$ cat src/rtl/arx_matrix_hash_512_defines.svh
// Assertion macros used by amh_control.
`ifndef ARX_MATRIX_HASH_512_DEFINES_SVH
`define ARX_MATRIX_HASH_512_DEFINES_SVH

// Whenever the antecedent holds, the consequent must hold on the same edge.
`define AMH_ASSERT_IMP(label, clk, rst_n, ante, cons) \
  label: assert property (@(posedge clk) disable iff (!rst_n) (ante) |-> (cons)) \
    else $error("assertion failed");

// Whenever the antecedent holds, the consequent must hold on the next edge.
`define AMH_ASSERT_NEXT(label, clk, rst_n, ante, cons) \
  label: assert property (@(posedge clk) disable iff (!rst_n) (ante) |=> (cons)) \
    else $error("assertion failed");

`endif

$ cat src/rtl/amh_pkg.sv
`default_nettype none
package amh_pkg;

  localparam int unsigned RoundCountDefault = 20;
  localparam int unsigned WordW = 64;
  localparam int unsigned DigestBitsW = 10;
  localparam int unsigned FinalBitsW = 11;

  typedef logic [WordW-1:0] word_t;
  typedef word_t [15:0] matrix_t;

  // Controller states.
  typedef enum logic [2:0] {
    StIdle,
    StRound,
    StFinish,
    StEmit
  } state_e;

  // Commands from the controller to the datapath.
  typedef struct packed {
    logic load_word;     // store the accepted beat in the block buffer
    logic start;         // copy the chain value into the working matrix
    logic round_step;    // run one half round
    logic inject;        // message injection in this half round
    logic inject_hi;     // use buffer words 8..15 instead of 0..7
    logic tail_step;     // second half round: XOR in constants
    logic [2:0] rc_group;
    logic feed_forward;  // fold the working matrix into the chain value
    logic reinit;        // restore the initial value and clear the count
    logic last_flag;
  } dp_cmd_t;

  localparam word_t [3:0] BaseRc = '{
    64'ha54ff53a5f1d36f1, 64'h3c6ef372fe94f82b,
    64'hbb67ae8584caa73b, 64'h6a09e667f3bcc908
  };

  localparam matrix_t InitValue = '{
    64'h636920d871574e69, 64'h0801f2e2858efc16, 64'h24a19947b3916cf7, 64'hba7c9045f12c7f99,
    64'hb8e1afed6a267e96, 64'h2ffd72dbd01adfb7, 64'hd1310ba698dfb5ac, 64'h9216d5d98979fb1b,
    64'h3f84d5b5b5470917, 64'hc0ac29b7c97c50dd, 64'hbe5466cf34e90c6c, 64'h452821e638d01377,
    64'h082efa98ec4e6c89, 64'ha4093822299f31d0, 64'h13198a2e03707344, 64'h243f6a8885a308d3
  };

  function automatic word_t ror64(word_t x, int unsigned n);
    ror64 = (x >> n) | (x << (WordW - n));
  endfunction

  // Column ARX map followed by the row rotation.
  function automatic matrix_t half_round(matrix_t s);
    matrix_t t;
    word_t a, b, x, d;
    t = s;
    for (int c = 0; c < 4; c++) begin
      a = s[c]; b = s[4+c]; x = s[8+c]; d = s[12+c];
      a = a + b;
      x = x + d;
      d = ror64(d ^ a, 8);
      x = x + (d ^ ror64(d, 5) ^ ror64(d, 48));
      b = ror64(b ^ x, 63);
      a = a + (b ^ ror64(b, 11) ^ ror64(b, 40));
      t[c] = a; t[4+c] = b; t[8+c] = x; t[12+c] = d;
    end
    for (int r = 0; r < 4; r++) begin
      for (int c = 0; c < 4; c++) begin
        half_round[r*4+c] = t[r*4+((c+r)%4)];
      end
    end
  endfunction

endpackage
`default_nettype wire

$ cat src/rtl/amh_control.sv
`default_nettype none
`include "arx_matrix_hash_512_defines.svh"
module amh_control #(
  parameter int unsigned RoundCount = amh_pkg::RoundCountDefault
) (
  input  wire logic                            clk_i,
  input  wire logic                            rst_ni,
  input  wire logic                            in_valid_i,
  input  wire logic                            in_eom_i,
  output      logic                            in_ready_o,
  input  wire logic [amh_pkg::DigestBitsW-1:0] digest_bits_i,
  input  wire logic [amh_pkg::WordW-1:0]       chain_word_i,
  input  wire logic                            out_ready_i,
  output      logic                            out_valid_o,
  output      logic [amh_pkg::WordW-1:0]       out_word_o,
  output      logic [2:0]                      out_idx_o,
  output      logic                            out_last_o,
  output      logic [3:0]                      fill_idx_o,
  output      amh_pkg::dp_cmd_t                cmd_o
);

  localparam int unsigned HalfSteps = 2 * RoundCount;
  localparam int unsigned StepW = $clog2(HalfSteps);

  amh_pkg::state_e state_q, state_d;
  logic [3:0] fill_q, fill_d;
  logic [StepW-1:0] step_q, step_d;
  logic last_q, last_d;
  logic [2:0] idx_q, idx_d;
  logic [9:0] dbits;
  logic [6:0] nbytes;
  logic [2:0] last_idx;
  logic [63:0] mask;
  logic [4:0] rnd;
  logic [StepW:0] step_ext;

  // Clamp the requested length, work out the byte and word counts and the byte mask.
  always_comb begin
    dbits = digest_bits_i;
    if (dbits == '0) dbits = 10'd1;
    if (dbits > 10'd512) dbits = 10'd512;
    nbytes = 7'((dbits + 10'd7) >> 3);
    last_idx = 3'((nbytes - 7'd1) >> 3);
    for (int b = 0; b < 8; b++) begin
      if ({idx_q, 3'(b)} < 6'(nbytes - 7'd1)) begin
        mask[b*8 +: 8] = 8'hff;
      end else if ({idx_q, 3'(b)} == 6'(nbytes - 7'd1)) begin
        mask[b*8 +: 8] = (dbits[2:0] == 3'd0) ? 8'hff : 8'(8'hff << (4'd8 - 4'(dbits[2:0])));
      end else begin
        mask[b*8 +: 8] = 8'h00;
      end
    end
  end

  always_comb begin
    state_d = state_q;
    fill_d = fill_q;
    step_d = step_q;
    last_d = last_q;
    idx_d = idx_q;
    cmd_o = '0;
    in_ready_o = 1'b0;
    out_valid_o = 1'b0;
    step_ext = {1'b0, step_q};
    rnd = 5'(step_ext >> 1);
    cmd_o.last_flag = last_q;
    unique case (state_q)
      amh_pkg::StIdle: begin
        in_ready_o = 1'b1;
        if (in_valid_i) begin
          cmd_o.load_word = 1'b1;
          fill_d = fill_q + 4'd1;
          if (in_eom_i || fill_q == 4'd15) begin
            cmd_o.start = 1'b1;
            last_d = in_eom_i;
            step_d = '0;
            fill_d = '0;
            state_d = amh_pkg::StRound;
          end
        end
      end
      amh_pkg::StRound: begin
        cmd_o.round_step = 1'b1;
        cmd_o.inject = (rnd[1:0] == 2'd0);
        cmd_o.inject_hi = step_q[0];
        cmd_o.tail_step = step_q[0];
        // With the default of 20 rounds the group index never exceeds four.
        cmd_o.rc_group = 3'(rnd >> 2);
        if (32'(step_q) == HalfSteps - 1) begin
          state_d = amh_pkg::StFinish;
        end else begin
          step_d = step_q + StepW'(1);
        end
      end
      amh_pkg::StFinish: begin
        cmd_o.feed_forward = 1'b1;
        idx_d = '0;
        state_d = last_q ? amh_pkg::StEmit : amh_pkg::StIdle;
      end
      amh_pkg::StEmit: begin
        out_valid_o = 1'b1;
        if (out_ready_i) begin
          idx_d = idx_q + 3'd1;
          if (idx_q == last_idx) begin
            cmd_o.reinit = 1'b1;
            state_d = amh_pkg::StIdle;
          end
        end
      end
      default: state_d = amh_pkg::StIdle;
    endcase
  end

  assign fill_idx_o = fill_q;
  assign out_word_o = chain_word_i & mask;
  assign out_idx_o = idx_q;
  assign out_last_o = (idx_q == last_idx);

  always_ff @(posedge clk_i or negedge rst_ni) begin
    if (!rst_ni) begin
      state_q <= amh_pkg::StIdle;
      fill_q <= '0;
      step_q <= '0;
      last_q <= 1'b0;
      idx_q <= '0;
    end else begin
      state_q <= state_d;
      fill_q <= fill_d;
      step_q <= step_d;
      last_q <= last_d;
      idx_q <= idx_d;
    end
  end

  `AMH_ASSERT_IMP(a_no_accept_busy, clk_i, rst_ni, state_q != amh_pkg::StIdle, !in_ready_o)
  `AMH_ASSERT_IMP(a_emit_last_only, clk_i, rst_ni, out_valid_o, last_q)
  `AMH_ASSERT_NEXT(a_block_starts_rounds, clk_i, rst_ni, cmd_o.start, state_q == amh_pkg::StRound && step_q == '0)

endmodule
`default_nettype wire
$ cat config.mk
export PLATFORM = sky130hd
export DESIGN_NAME = amh_control
export DESIGN_NICKNAME = d
export VERILOG_FILES = /design/src/rtl/amh_pkg.sv /design/src/rtl/amh_control.sv
export VERILOG_INCLUDE_DIRS = /design/src /design/src/rtl
export SDC_FILE = /design/constraint.sdc
export NUM_CORES = 1
export LEC_CHECK = 0
export BUFFER_PORTS_ARGS = -buffer_cell sky130_fd_sc_hd__buf_2
export CORE_ASPECT_RATIO = 1.4
export CORE_UTILIZATION = 40
export DETAILED_ROUTE_END_ITERATION = 10
export GPL_TIMING_DRIVEN = 0
export MAX_ROUTING_LAYER = met4
export PLACE_DENSITY = 0.79
export SYNTH_ARGS = -nofsm -noshare
export SYNTH_HDL_FRONTEND = slang
export SYNTH_SLANG_ARGS = --single-unit
$ cat constraint.sdc
create_clock -name clk_i -period 4.8 [get_ports clk_i]
set_clock_uncertainty 0.05 [all_clocks]
set_input_delay 0.48 -clock clk_i [delete_from_list [all_inputs] [get_ports clk_i]]
set_output_delay 0.48 -clock clk_i [all_outputs]
set_load 0.01 [all_outputs]
==> qor.yml <==
p_per_area_nw_per_um2: 364
cp.required_ns: 4.27
wl_per_cell_um: 15.1
worstSetupPathType: "input port to primary output"
min_period_ns: 4.62
clkLatencyLatePin_ns: 0.25
synth_area_um2: 2610
layout-drive-gt1-share: 0.447
ys_async_sr_fraction: 1.00
drc: 0
swShare: 0.506
cts_buffer_depth: 2
pwr-share-comb: 0.761
wl_um: 9120
synth_edf_count: 0
row_count: 34
htree_levels: 1
rr_worst_depth: 6
drv_cap: 0
netlist_top_cells_area: "dfrtp_1, o21a_1, ha_1"
synth.distinct_cells: 56
die_area_um2: 6860
power.internal_uw: 696
die_w_um: 70.3
worst-path-max-fanout: 7
dp_hpwl_um: 7190
ant_nets: 0
antenna-diode-count: 0
synth_most_common_cell: "o21a_1"
finalWorstSetupSlack_ns: 0.181
rsz0062_at_grt: "no"
gp_congestion: 0.930
synth-seq-area-share: 0.153
yosys_warnings: 0
area_growth_pct: 48.2
start_util: 0.418
ir_worst_vdd_uv: 193
ys_ff_latch: 16
grt_max_degree: 17
firstDrtPassIters: 6
synth_cells: 354
critPathLaunchType: "input port"
drv_slew: 0
grt_use_total: 0.257
clkPwrFrac: 0.069
antenna_found_initial: 0
io_buffer_count: 163
outcome: "finished clean"
synth_common_cells: "o21a_1, nand3_1, nor2_1, o21ai_0"
endpoint_kind: "primary output"
clock-sinks: 16
synth_top_area_frac: 0.153
grt_pass1_vias: 3205
io-pin-count: 165
dr.first_iter.drc_count: 139
vias: 3425
syn_avg_cell_area_um2: 7.38
slew_headroom: 0.592
hold_violations: 0
period_share: 0.962
dp_slack_ns: -0.713
viasPerCell: 5.69
p_seq_frac: 0.170
coreArea_um2: 6250
yosysTopAreaCell: "dfrtp_1"
clkTransAtPathRegs_ns: 0.06
whs_ns: 0.0785
tightest_slew_ns: 0.611
die_h_um: 97.6
arrival_ns: 4.09
mappedNetlistNets: 449
switching_power_uw: 714
final-setup-viol-count: 0
nets: 627
grt_first_pass_wirelength_um: 14300
clock-root-buffer: "clkbuf_8"
gr-total-overflow: 0
cts_tree: "done"
numCtsBuffers: 3
min_path_type: "input port to asynchronous set/reset pin"
power_leakage_uw: 0.00190
synth_ff_type: "dfrtp_1"
max_freq_mhz: 217
==> sequential cells by signal (all words and copies together) (netlist names) <==
name and cells:
step_q 6, fill_idx_o 4, out_idx_o 3, state_q 2, last_q 1
==> worst max-delay path: stages <==
cell and delay (ns):
buf_2 0.13, nor4_4 0.29, and3_1 0.21, o21ai_2 0.07
ha_2 0.18, nor2b_4 0.13, or3_4 0.34, a21oi_4 0.20
inv_2 0.08, ha_4 0.18, o21ai_4 0.07, nor2_2 0.05
xnor2_1 0.14, ha_1 0.36, and3_4 0.20, buf_8 0.12
nand2_4 0.07, or4_4 0.44, a21boi_2 0.18, buf_2 0.16
==> layer usage <==
| layer | GRT usage | up-vias | wire length [um] |
|---|---|---|---|
| met5 | - | - | 0 |
| met4 | 0.102 | 0 | 257 |
| met3 | 0.0176 | 25 | 409 |
| met2 | 0.492 | 154 | 4990 |
| met1 | 0.265 | 1580 | 3460 |
| li1 | - | 1666 | - |
==> per-stage QoR <==
| stage | cell area (um^2) | utilization | TNS, ns | instances | total power [uW] |
|---|---|---|---|---|---|
| floorplan | 2670 | - | 0 | 354 | 856 |
| global placement | 3570 | 0.572 | -24.51 | 589 | 1190 |
| detailed placement | 3570 | 0.572 | -31.75 | 589 | 1220 |
| CTS | 3780 | 0.605 | 0 | 598 | 1370 |
| global route | 3870 | 0.619 | 0 | 602 | 1520 |
| finish | 3870 | 0.619 | 0 | 602 | 1410 |
==> worst paths after layout <==
check / slack (ns) / endpoint / startpoint
setup / recovery: 0.18 / out_word_o[12] / digest_bits_i[7]
hold / removal: 0.08 / state_q[1]$_DFFE_PN0P_ / rst_ni
setup reg to reg: 2.61 / step_q[4]$_DFFE_PN0P_ / step_q[0]$_DFFE_PN0P_
hold reg to reg: 0.49 / step_q[1]$_DFFE_PN0P_ / step_q[1]$_DFFE_PN0P_
max in group asynchronous: 4.36 / fill_idx_o[1]$_DFFE_PN0P_ / rst_ni
min in group clk_i: 0.45 / last_q$_DFFE_PN0P_ / in_eom_i
==> cell families after synthesis <==
kind of cell	share of synthesized area
fa+ha+maj	0.0766
mux	0.00766
buf+inv	0.0551
xor+xnor	0.0335
compound gates	0.359
flops	0.153
simple gates	0.315
==> power groups by stage <==
stage	combinational, uW	sequential, uW	clock (uW)
final	1070	239	97.7
after global routing	1170	248	105
after CTS	1030	237	101
after detailed placement	978	239	0
after global placement	957	236	0
after floorplan	621	234	0
==> timing repair <==
item	CTS	global route
pin swaps	10	14
hold buffers	0	0
endpoints found under the setup margin	64	64
gates resized for setup	30	15
setup buffers	6	5
cloned	1	0
==> final cells by class <==
class,instances,area (um^2)
sequential,16,400
tap,72,90.1
multi-input combinational,307,2280
fill,530,2380
inverter,13,48.8
buffer,16,108
clock buffer,3,41.3
timing repair buffer,175,903
==> layout by cell type (no fill, tap or decap), types with 3 or more instances in the layout <==
master / instances
nor3_1: 16
xnor2_1: 6
a21oi_4: 5
and3_1: 3
nand4_1: 10
a21boi_2: 7
nand2b_1: 3
xor2_1: 4
a21boi_1: 14
or3_1: 3
nor3b_1: 11
nand3b_1: 4
dfrtp_1: 16
a21oi_1: 8
clkbuf_8: 3
a21o_1: 5
nor2_2: 3
a21boi_0: 11
inv_1: 11
nand3_1: 28
ha_1: 14
o21ai_2: 3
a31oi_1: 5
o21a_1: 33
and2_1: 8
buf_4: 16
nor2b_1: 4
o21ai_0: 16
buf_2: 169
clkbuf_1: 3
nand2_1: 15
nor2_1: 24
Note: power is estimated with default switching activity, not from simulation.
